$ cat src/rtl/assert_macros.svh
// Assertion macros shared by the ramp table RTL.
`ifndef ASSERT_MACROS_SVH
`define ASSERT_MACROS_SVH

// Implication checked on every rising clock edge outside reset.
`define ASSERT_IMP(label, clk, rst_n, pre, post) \
    label: assert property (@(posedge clk) disable iff (!rst_n) (pre) |-> (post)) \
        else $error("assertion failed");

// Next-cycle implication checked outside reset.
`define ASSERT_NXT(label, clk, rst_n, pre, post) \
    label: assert property (@(posedge clk) disable iff (!rst_n) (pre) |=> (post)) \
        else $error("assertion failed");

`endif

$ cat src/rtl/mclt_pkg.sv
// Package with types, constants and codes of the ramp table.
package mclt_pkg;

    localparam int MaxRamps = 16;
    localparam int FracBits = 16;

    localparam logic [1:0] REQ_CREATE = 2'd0;
    localparam logic [1:0] REQ_TICK   = 2'd1;
    localparam logic [1:0] REQ_CLEAR  = 2'd2;
    localparam logic [1:0] REQ_SPARE  = 2'd3;

    localparam logic [1:0] KIND_UPDATE = 2'd0;
    localparam logic [1:0] KIND_ACCEPT = 2'd1;
    localparam logic [1:0] KIND_REJECT = 2'd2;

    typedef struct packed {
        logic [1:0]         req_type;
        logic [7:0]         target_id;
        logic signed [31:0] ramp_start;
        logic signed [31:0] ramp_end;
        logic [31:0]        ramp_duration;
        logic               has_callback;
        logic [31:0]        tick_delta;
    } t_req;

    typedef struct packed {
        logic [1:0]         result_kind;
        logic [7:0]         out_target;
        logic signed [31:0] out_value;
        logic               ramp_done;
        logic               notify_done;
        logic               last_result;
    } t_res;

    // Entry word: flag, target, start, end, length, born.
    typedef struct packed {
        logic        cb;
        logic [7:0]  tgt;
        logic [31:0] start;
        logic [31:0] fin;
        logic [31:0] len;
        logic [31:0] born;
    } t_entry;

    localparam int EntryW = $bits(t_entry);

    typedef enum logic [2:0] {
        ST_IDLE,
        ST_READ,
        ST_CALC,
        ST_DIV,
        ST_MUL,
        ST_EMIT
    } t_state;

    typedef struct packed {
        logic        start;
        logic [31:0] num;
        logic [31:0] den;
    } t_div_req;

endpackage

$ cat src/rtl/mclt_ram.sv
// Generic single-port-write, registered-read RAM.
module mclt_ram #(
    parameter int Width = 8,
    parameter int Depth = 16
) (
    input  logic                     i_clk,
    input  logic                     i_we,
    input  logic [$clog2(Depth)-1:0] i_waddr,
    input  logic [Width-1:0]         i_wdata,
    input  logic [$clog2(Depth)-1:0] i_raddr,
    output logic [Width-1:0]         o_rdata
);
    logic [Width-1:0] r_mem [Depth];
    logic [Width-1:0] r_rdata;

    always_ff @(posedge i_clk) begin
        if (i_we) begin
            r_mem[i_waddr] <= i_wdata;
        end
        r_rdata <= r_mem[i_raddr];
    end

    assign o_rdata = r_rdata;
endmodule

$ cat src/rtl/mclt_div.sv
// Restoring divider: floor((num << FracBits) / den), one quotient bit per cycle.
module mclt_div
    import mclt_pkg::*;
#(
    parameter int FracW = FracBits
) (
    input  logic        i_clk,
    input  logic        i_rst_n,
    input  t_div_req    i_req,
    output logic        o_done,
    output logic [FracW:0] o_quot
);
    localparam int NumW = 32 + FracW;
    localparam int CntW = $clog2(NumW + 1);

    logic [NumW-1:0] r_num, n_num;
    logic [32:0]     r_rem, n_rem;
    logic [31:0]     r_den, n_den;
    logic [CntW-1:0] r_cnt, n_cnt;
    logic            r_busy, n_busy;
    logic            r_done, n_done;
    logic [32:0]     w_try;

    always_ff @(posedge i_clk) begin
        if (!i_rst_n) begin
            r_busy <= 1'b0;
            r_done <= 1'b0;
        end else begin
            r_busy <= n_busy;
            r_done <= n_done;
        end
        r_num <= n_num;
        r_rem <= n_rem;
        r_den <= n_den;
        r_cnt <= n_cnt;
    end

    always_comb begin
        n_num  = r_num;
        n_rem  = r_rem;
        n_den  = r_den;
        n_cnt  = r_cnt;
        n_busy = r_busy;
        n_done = 1'b0;
        w_try  = {r_rem[31:0], r_num[NumW-1]} - {1'b0, r_den};
        if (i_req.start) begin
            n_num  = {i_req.num, FracW'(0)};
            n_rem  = '0;
            n_den  = i_req.den;
            n_cnt  = CntW'(NumW);
            n_busy = 1'b1;
        end else if (r_busy) begin
            if (!w_try[32]) begin
                n_rem = w_try;
                n_num = {r_num[NumW-2:0], 1'b1};
            end else begin
                n_rem = {r_rem[31:0], r_num[NumW-1]};
                n_num = {r_num[NumW-2:0], 1'b0};
            end
            n_cnt = r_cnt - 1'b1;
            if (r_cnt == CntW'(1)) begin
                n_busy = 1'b0;
                n_done = 1'b1;
            end
        end
    end

    assign o_done = r_done;
    assign o_quot = r_num[FracW:0];
endmodule

$ cat src/rtl/multi_channel_linear_tween.sv
// Top level of the multi-channel linear ramp table.
//
//  channel  | handshake              | payload
//  request  | start, busy            | i_req  (t_req)
//  result   | o_valid (one cycle)    | o_res  (t_res)
//
// Create and clear are taken without raising busy; a create result is registered
// and appears in the cycle after its transfer. A tick on a non-empty table holds
// busy while each entry in turn passes read, calc, mul and emit, with a divide on
// the shared divider between calc and mul when the entry is mid-ramp.
// Reset is synchronous and empties the table; the entry memory is not cleared.
// Results go out one per cycle slot with no stall from the receiver.
`include "assert_macros.svh"
module multi_channel_linear_tween
    import mclt_pkg::*;
#(
    parameter int MAX_RAMPS = MaxRamps,
    parameter int FRAC_BITS = FracBits
) (
    input  logic i_clk,
    input  logic i_rst_n,
    input  logic start,
    input  t_req i_req,
    output logic busy,
    output logic o_valid,
    output t_res o_res
);
    localparam int AW = (MAX_RAMPS > 1) ? $clog2(MAX_RAMPS) : 1;
    localparam int CW = $clog2(MAX_RAMPS + 1);

    t_state          r_state, n_state;
    logic [CW-1:0]   r_count, n_count;
    logic [CW-1:0]   r_rd, n_rd;
    logic [CW-1:0]   r_wr, n_wr;
    logic [31:0]     r_elapsed, n_elapsed;
    t_entry          r_ent, n_ent;
    logic            r_done_f, n_done_f;
    logic [FRAC_BITS:0] r_t, n_t;
    logic signed [32+FRAC_BITS+1:0] r_prod, n_prod;
    logic            r_valid, n_valid;
    t_res            r_res, n_res;

    logic            w_we;
    logic [AW-1:0]   w_waddr, w_raddr;
    t_entry          w_wdata, w_rdata;
    logic [EntryW-1:0] w_rraw;
    t_div_req        w_div;
    logic            w_div_done;
    logic [FRAC_BITS:0] w_quot;
    logic [32:0]     w_sum;
    logic signed [32:0] w_diff;
    logic signed [32+FRAC_BITS+1:0] w_q;

    mclt_ram #(.Width(EntryW), .Depth(MAX_RAMPS)) u_ram (
        .i_clk  (i_clk),
        .i_we   (w_we),
        .i_waddr(w_waddr),
        .i_wdata(w_wdata),
        .i_raddr(w_raddr),
        .o_rdata(w_rraw)
    );
    assign w_rdata = t_entry'(w_rraw);

    mclt_div #(.FracW(FRAC_BITS)) u_div (
        .i_clk  (i_clk),
        .i_rst_n(i_rst_n),
        .i_req  (w_div),
        .o_done (w_div_done),
        .o_quot (w_quot)
    );

    always_ff @(posedge i_clk) begin
        if (!i_rst_n) begin
            r_state   <= ST_IDLE;
            r_count   <= '0;
            r_elapsed <= '0;
            r_valid   <= 1'b0;
        end else begin
            r_state   <= n_state;
            r_count   <= n_count;
            r_elapsed <= n_elapsed;
            r_valid   <= n_valid;
        end
        r_rd     <= n_rd;
        r_wr     <= n_wr;
        r_ent    <= n_ent;
        r_done_f <= n_done_f;
        r_t      <= n_t;
        r_prod   <= n_prod;
        r_res    <= n_res;
    end

    always_comb begin
        n_state   = r_state;
        n_count   = r_count;
        n_rd      = r_rd;
        n_wr      = r_wr;
        n_elapsed = r_elapsed;
        n_ent     = r_ent;
        n_done_f  = r_done_f;
        n_t       = r_t;
        n_prod    = r_prod;
        n_valid   = 1'b0;
        n_res     = r_res;
        w_we      = 1'b0;
        w_waddr   = r_wr[AW-1:0];
        w_wdata   = r_ent;
        w_raddr   = r_rd[AW-1:0];
        w_div     = '0;
        w_sum     = {1'b0, r_elapsed} + {1'b0, i_req.tick_delta};
        w_diff    = $signed({r_ent.fin[31], r_ent.fin}) - $signed({r_ent.start[31], r_ent.start});
        w_q       = r_prod >>> FRAC_BITS;
        case (r_state)
            ST_IDLE: begin
                if (start) begin
                    case (i_req.req_type)
                        REQ_CREATE: begin
                            n_valid = 1'b1;
                            n_res   = '{result_kind: KIND_REJECT, out_target: i_req.target_id,
                                        out_value: '0, ramp_done: 1'b0, notify_done: 1'b0,
                                        last_result: 1'b1};
                            if (r_count < CW'(MAX_RAMPS)) begin
                                w_we    = 1'b1;
                                w_waddr = r_count[AW-1:0];
                                w_wdata = '{cb: i_req.has_callback, tgt: i_req.target_id,
                                            start: i_req.ramp_start, fin: i_req.ramp_end,
                                            len: i_req.ramp_duration, born: r_elapsed};
                                n_count = r_count + 1'b1;
                                n_res.result_kind = KIND_ACCEPT;
                            end
                        end
                        REQ_TICK: begin
                            if (r_count == '0) begin
                                n_elapsed = '0;
                            end else begin
                                n_elapsed = w_sum[32] ? '1 : w_sum[31:0];
                                n_rd      = '0;
                                n_wr      = '0;
                                n_state   = ST_READ;
                            end
                        end
                        REQ_CLEAR: begin
                            n_count   = '0;
                            n_elapsed = '0;
                        end
                        default: begin
                        end
                    endcase
                end
            end
            ST_READ: begin
                n_state = ST_CALC;
            end
            ST_CALC: begin
                n_ent    = w_rdata;
                n_done_f = (r_elapsed - w_rdata.born) > w_rdata.len;
                if (w_rdata.len == '0 || (r_elapsed - w_rdata.born) >= w_rdata.len) begin
                    n_t     = {1'b1, FRAC_BITS'(0)};
                    n_state = ST_MUL;
                end else begin
                    w_div.start = 1'b1;
                    w_div.num   = r_elapsed - w_rdata.born;
                    w_div.den   = w_rdata.len;
                    n_state     = ST_DIV;
                end
            end
            ST_DIV: begin
                if (w_div_done) begin
                    n_t     = w_quot;
                    n_state = ST_MUL;
                end
            end
            ST_MUL: begin
                n_prod  = w_diff * $signed({1'b0, r_t});
                n_state = ST_EMIT;
            end
            ST_EMIT: begin
                n_valid = 1'b1;
                n_res   = '{result_kind: KIND_UPDATE, out_target: r_ent.tgt,
                            out_value: r_ent.start + w_q[31:0], ramp_done: r_done_f,
                            notify_done: r_done_f & r_ent.cb,
                            last_result: (r_rd + 1'b1) == r_count};
                if (!r_done_f) begin
                    w_we    = 1'b1;
                    w_waddr = r_wr[AW-1:0];
                    w_wdata = r_ent;
                    n_wr    = r_wr + 1'b1;
                end
                n_rd = r_rd + 1'b1;
                if ((r_rd + 1'b1) == r_count) begin
                    n_count = r_done_f ? r_wr : r_wr + 1'b1;
                    n_state = ST_IDLE;
                end else begin
                    n_state = ST_READ;
                end
            end
            default: begin
                n_state = ST_IDLE;
            end
        endcase
    end

    assign busy    = (r_state != ST_IDLE);
    assign o_valid = r_valid;
    assign o_res   = r_res;

    `ASSERT_IMP(a_count_max, i_clk, i_rst_n, 1'b1, r_count <= CW'(MAX_RAMPS))
    `ASSERT_IMP(a_wr_le_rd, i_clk, i_rst_n, r_state != ST_IDLE, r_wr <= r_rd)
    `ASSERT_NXT(a_emit_valid, i_clk, i_rst_n, r_state == ST_EMIT, o_valid)
endmodule

$ cat config.mk
export PLATFORM = sky130hd
export DESIGN_NAME = multi_channel_linear_tween
export DESIGN_NICKNAME = d
export VERILOG_FILES = /design/src/rtl/mclt_pkg.sv /design/src/rtl/mclt_ram.sv /design/src/rtl/mclt_div.sv /design/src/rtl/multi_channel_linear_tween.sv
export VERILOG_INCLUDE_DIRS = /design/src /design/src/rtl
export SDC_FILE = /design/constraint.sdc
export NUM_CORES = 2
export LEC_CHECK = 0
export BUFFER_PORTS_ARGS = -buffer_cell sky130_fd_sc_hd__buf_2
export CAP_MARGIN = 10
export CORE_ASPECT_RATIO = 0.8
export CORE_MARGIN = 2
export CORE_UTILIZATION = 36
export DETAILED_ROUTE_END_ITERATION = 8
export HOLD_SLACK_MARGIN = 0.03
export PLACE_DENSITY = 0.47
export SYNTH_ARGS = -nofsm -noshare
export SYNTH_HDL_FRONTEND = slang
export SYNTH_SLANG_ARGS = --single-unit
$ cat constraint.sdc
create_clock -name i_clk -period 20.6 [get_ports i_clk]
set_clock_uncertainty 0.05 [all_clocks]
set_input_delay 0 -clock i_clk [delete_from_list [all_inputs] [get_ports i_clk]]
set_output_delay 0 -clock i_clk [all_outputs]
set_load 0.02 [all_outputs]
# --- Word level (Yosys, flattened, before mapping) ---
# Memories as Yosys holds them, arrays and structs flattened. A register that Yosys moved wholly into a read port is not among the register bits.
# Cells that the tools add are included.
op_classes:
  n_addsub: 9
  multipliers: 1
  n_lt_le_gt_ge: 3
  n_eq_ne: 18
  n_mux: 56
  n_bitwise: 4
  n_reduce_logical: 18
op_table:
  columns: ["operator", "n"]
  rows:
  - ["$mux W137", 4]
  - ["$mux W65", 2]
  - ["$mux W32", 3]
  - ["$mux W48", 2]
  - ["$mux W45", 2]
  - ["$pmux W45 S2", 1]
  - ["$pmux W32 S2", 1]
  - ["$mul A33 B18 Y48", 1]
  - ["$pmux W5 S2", 4]
  - ["$mux W5", 7]
  - ["$mux W17", 2]
  - ["$pmux W17 S2", 1]
  - ["$add A32 B32 Y33", 1]
  - ["$sub A32 B32 Y33", 1]
  - ["$sub A33 B32 Y33", 1]
  - ["$add A32 B32 Y32", 1]
  - ["$ge A32 B32 Y1", 1]
  - ["$gt A32 B32 Y1", 1]
  - ["$logic_not A32 Y1", 1]
  - ["$sub A32 B32 Y32", 1]
  - ["$pmux W3 S6", 1]
  - ["$mux W4", 4]
  - ["$add A5 B1 Y5 const B", 3]
  - ["$mux W3", 5]
  - ["other kinds (29)", 58]
totals:
  ff_bits: 419
  ramBits: 2192
  inputBits: 142
  out_inout_bits: 47
  word_cells: 138
  memories: 1
memory_table:
  columns: ["name", "depth", "word_bits", "read_ports", "rd_clocked_by_memory_dff", "wr", "line", "source"]
  rows:
  - ["u_ram.r_mem", 16, 137, 1, 1, 1, "mclt_ram.sv:13", "logic [Width-1:0] r_mem [Depth];"]

# --- Logic depth before layout (Yosys ltp) ---
logic_depth:
  word_depth: 7
  mapped_depth: 36
  depth_no_buf: 35

# --- Modules after synthesis ---
# Synthesis repeated with hierarchy kept, for this count alone.
hier_totals:
  hier_cells: 8282
  hier_area_um2: 129536.7
by_module_without_submodules:
  columns: ["module", "instances", "cells_per_inst", "area_each_um2", "seq_area_each_um2"]
  rows:
  - ["mclt_ram", 1, 3599, 85155.4, 68565.8]
  - ["multi_channel_linear_tween", 1, 3989, 37653.6, 8087.8]
  - ["mclt_div", 1, 694, 6727.7, 3042.9]

# --- Worst setup path after synthesis ---
# Ideal clock, no wire load.
synth_timing:
  path_kind: "register -> register"
  from: "register r_state[1]"
  to: "memory u_ram.r_mem[3][0] in the netlist's numbering (enable)"
  setup_time_ns: 0.636
  arrival_time_ns: 7.602
  required_time_ns: 19.914
  slack_ns: 12.312
  stages_incl_launch_ff: 9
  n_path_buf: 1
  synth_period_minus_slack_ns: 8.288
  cell_sequence: "dfxtp_1 clkbuf_1 or3_1 nor2_1 nand2_1 nor2_1 a22oi_1 or2_2 nor2_1"
synth_via:
  elab_chain_len: 4
  elab_cells_between_ends: 6
  classes_between: "eq/ne: 1; mux: 4; reduce/logical: 1"
synth_lines:
  columns: ["element", "line", "source"]
  rows:
  - ["start, declared", "multi_channel_linear_tween.sv:31", "t_state r_state, n_state;"]
  - ["start signal, assigned", "multi_channel_linear_tween.sv:79", "r_state <= n_state;"]
  - ["$eq A3 B3 Y1 / $logic_not A3 Y1 (equally long branches)", "multi_channel_linear_tween.sv:113", "case (r_state)"]
  - ["$pmux W1 S2", "multi_channel_linear_tween.sv:113", null]
  - ["$mux W1", "mclt_ram.sv:17", "if (i_we) begin"]
  - ["$mux W1 (not written as such)", "mclt_ram.sv:18", "r_mem[i_waddr] <= i_wdata;"]
  - ["end, declared", "mclt_ram.sv:13", null]
# Parallel ways exist; a longest one is shown, timed or not.

# --- Worst setup path in the final report ---
layout_timing:
  from: "register r_ent[97] in the netlist's numbering"
  to: "register r_prod[46], data pin"
layout_via:
  elab_chain_len: 2
layout_lines:
  columns: ["element", "line", "source"]
  rows:
  - ["start, declared", "multi_channel_linear_tween.sv:36", "t_entry r_ent, n_ent;"]
  - ["start signal, assigned", "multi_channel_linear_tween.sv:86", "r_ent <= n_ent;"]
  - ["$sub A32 B32 Y33", "multi_channel_linear_tween.sv:111", "w_diff = $signed({r_ent.fin[31], r_ent.fin}) - $signed({r_ent.start[31], r_ent.start});"]
  - ["$mul A33 B18 Y48", "multi_channel_linear_tween.sv:174", "n_prod = w_diff * $signed({1'b0, r_t});"]
  - ["end signal, assigned", "multi_channel_linear_tween.sv:89", "r_prod <= n_prod;"]
  - ["end, declared", "multi_channel_linear_tween.sv:39", "logic signed [32+FRAC_BITS+1:0] r_prod, n_prod;"]
# Every way passes these cells.
# A chain may end at the register's enable or synchronous reset.

==> results_dict.tcl <==
set metrics [dict create \
    reg2reg_from "r_ent[97]$_DFFE_PP_" \
    antenna_found_initial 31 \
    ys_seq_area_share_pct 62.1 \
    required_ps 21110 \
    portBuffers 188 \
    die-height_um 538 \
    reg2reg_setup_slack_ps 10940 \
    dieArea_sq_um 362000 \
    crit_arrival_ps 10170 \
    maxSlewHeadroom_pct 16.9 \
    htree_levels 5 \
    timing.rr.end "r_prod[46]$_DFFE_PP_" \
    max_stage_delay_ps 540 \
    worstSetupPathType "reg2reg" \
    synth-edff-count 2498 \
    critPathMostFrequentCell "fa_1" \
    ys_ff_latch 2732 \
    synthAdderAreaFrac_pct 11.1 \
    fmax_mhz 104 \
    synth_cell_types 90 \
    cts.repair_timing.setup_buffer_count 0 \
    rsz0062_at_grt "false" \
    gp_congestion 0.840 \
    final_common_cell "edfxtp_1" \
    io_pins 189 \
    slew_violations 0 \
    fillers 32300 \
    wl_um 377000 \
    cp-end-kind "flop" \
    drive_above_1_share_pct 17.7 \
    gr-total-overflow 0 \
    synthXorXnorAreaFrac_pct 1.25 \
    tightest_slew_ps 1230 \
    crit_start "r_ent[97]$_DFFE_PP_" \
    drc 0 \
    grt_max_degree 140 \
    synth_compound_area_share_pct 3.67 \
    num_rows 196 \
    drv_cap 0 \
    synth_top_family_by_area "multiplexers" \
    setup_violations 0 \
    hold_path_end "u_ram.r_mem[12][96]$_DFFE_PP_" \
    hp-class "in2reg" \
    holdPathStages 3 \
    start_util_pct 36.1 \
    yosys-mux-area-fraction_pct 12.6 \
    synth_area_per_cell_sq_um 16.0 \
    root_buffer "clkbuf_16" \
    cts_tree "yes" \
    clock_sinks 2732 \
    fin_crit_ps 9660 \
    vias 71100 \
    postCtsHoldBufs 170 \
    vias_per_cell 5.27 \
    final_cell_mix "edfxtp_1, nand2_1, inv_1" \
    cts_buffer_depth 4 \
    crit_path_start_kind "flop" \
    synth-simple-area-share_pct 6.04 \
    dp_hpwl_um 223000 \
    synthFlopType "edfxtp_1" \
    syn_area_sq_um 128000 \
    crit_fanout 17 \
    hold_viol 0 \
    die-width_um 672 \
    nets 9460 \
    yosys_warnings 0 \
    first_pass_iters 6 \
    clock_latency_ps 860 \
    outcome "complete, no violations" \
    critical-path-slowest-cell "fa_1" \
    ff2ff_path_depth 34 \
    syn_nets 8975 \
    netlist_instances 8005 \
    wl_per_cell_um 27.9 \
    cts-buffers-inserted 305 \
    tns_ps 0 \
    fin_util_pct 41.4 \
    drt_iter0_drc 6610 \
    clkTransAtPathRegs_ps 60 \
    coreArea_sq_um 356000 \
    holdCritStartpoint "i_req[97]" \
    grt_pass1_wl_um 542000 \
    track_usage_pct 20.7 \
    async_reset_ff_share_pct 0 \
    ant_nets 0 \
    grt_pass1_vias 73300 \
    cts_resized 0 \
    fin_crit_sh_pct 46.9 \
    area_growth_pct 14.6 \
]
==> synth_stat cells, types with 117 or more instances <==
master,count,share of area [%]
a21oi_1,148,0.58
fa_1,519,8.1
mux4_2,685,12
and2_1,273,1.3
ha_1,309,3.0
nor2_1,250,0.73
dfxtp_1,234,3.6
edfxtp_1,2498,58
clkbuf_1,266,0.78
xnor2_1,117,0.80
nand2_1,818,2.4
inv_1,776,2.3
o21ai_0,186,0.72
==> flip-flops by register name (all words and copies together) (netlist names), 3 cells and up <==
signal         count
r_ent            137
u_div.r_cnt        6
u_ram.r_mem     2192
r_rd               5
r_t               17
u_div.r_den       32
r_prod            32
u_div.r_rem       32
r_wr               5
r_state            3
r_elapsed         32
u_ram.o_rdata    137
o_res             45
u_div.r_num       48
r_count            5
==> per-layer routing <==
metal  part of all wire [%]  GRT usage [%]  up-vias
li1                       -              -    30500
met1                     47           30.8    38400
met2                     47           33.0     1813
met3                    4.3           2.04      436
met4                    2.2           4.55        8
met5                  0.013              0        -
==> critical path: cells and delay by family, from the launching register on <==
kind                     cells  cell delay (ps)
AND/OR/NAND/NOR              6             1840
XOR/XNOR                     1               80
multiplexers                 1              170
buffers and inverters        6              560
adder cells (fa/ha/maj)      8             3670
flip-flops                   1              400
AO/OA/AOI/OAI               12             2630
==> cells by family after synthesis <==
| family | count (synthesis) |
|---|---|
| xor gates and xnor gates | 181 |
| buffers and inverters | 1124 |
| muxes | 754 |
| and+or+nand+nor | 1671 |
| adders and majority gates | 828 |
| AOI/OAI and AO/OA | 715 |
| DFF | 2732 |
==> worst max-delay path by stage <==
| stage | end | slack [ps] | cells past startpoint |
|---|---|---|---|
| global route | r_prod[46]$_DFFE_PP_ | 10350 | 34 |
| floorplan | u_ram.r_mem[3][0]$_DFFE_PP_ | 12310 | 8 |
| global placement | r_prod[46]$_DFFE_PP_ | 10940 | 33 |
| CTS | r_prod[46]$_DFFE_PP_ | 10940 | 34 |
| detailed placement | r_prod[46]$_DFFE_PP_ | 11000 | 33 |
| finish | r_prod[46]$_DFFE_PP_ | 10940 | 34 |
==> cell type report <==
| cell class | count | area [sq um] | area share (%) |
|---|---|---|---|
| antenna | 6 | 15.0 | 0.0102 |
| sequential | 2732 | 79700 | 54.1 |
| clock buffer | 429 | 8600 | 5.84 |
| clock inverter | 124 | 1250 | 0.849 |
| multi-input combinational | 4149 | 44600 | 30.3 |
| timing repair buffer | 526 | 4130 | 2.81 |
| inverter | 776 | 2920 | 1.98 |
| tap | 4752 | 5950 | 4.04 |
==> metrics by stage <==
stage                     setup WS, ps  instances  area [sq um]  hold WS [ps]
after floorplan                  12310       8005        128000           131
after global placement           10940      12800        136000           274
after CTS                        10940      13500        147000          82.5
final                            10940      13500        147000           115
after global routing             10350      13500        147000           108
after detailed placement         11000      12800        136000           280
Power is not shown: default switching activity piles up to over one toggle a cycle in this logic, so the estimate is an artifact.
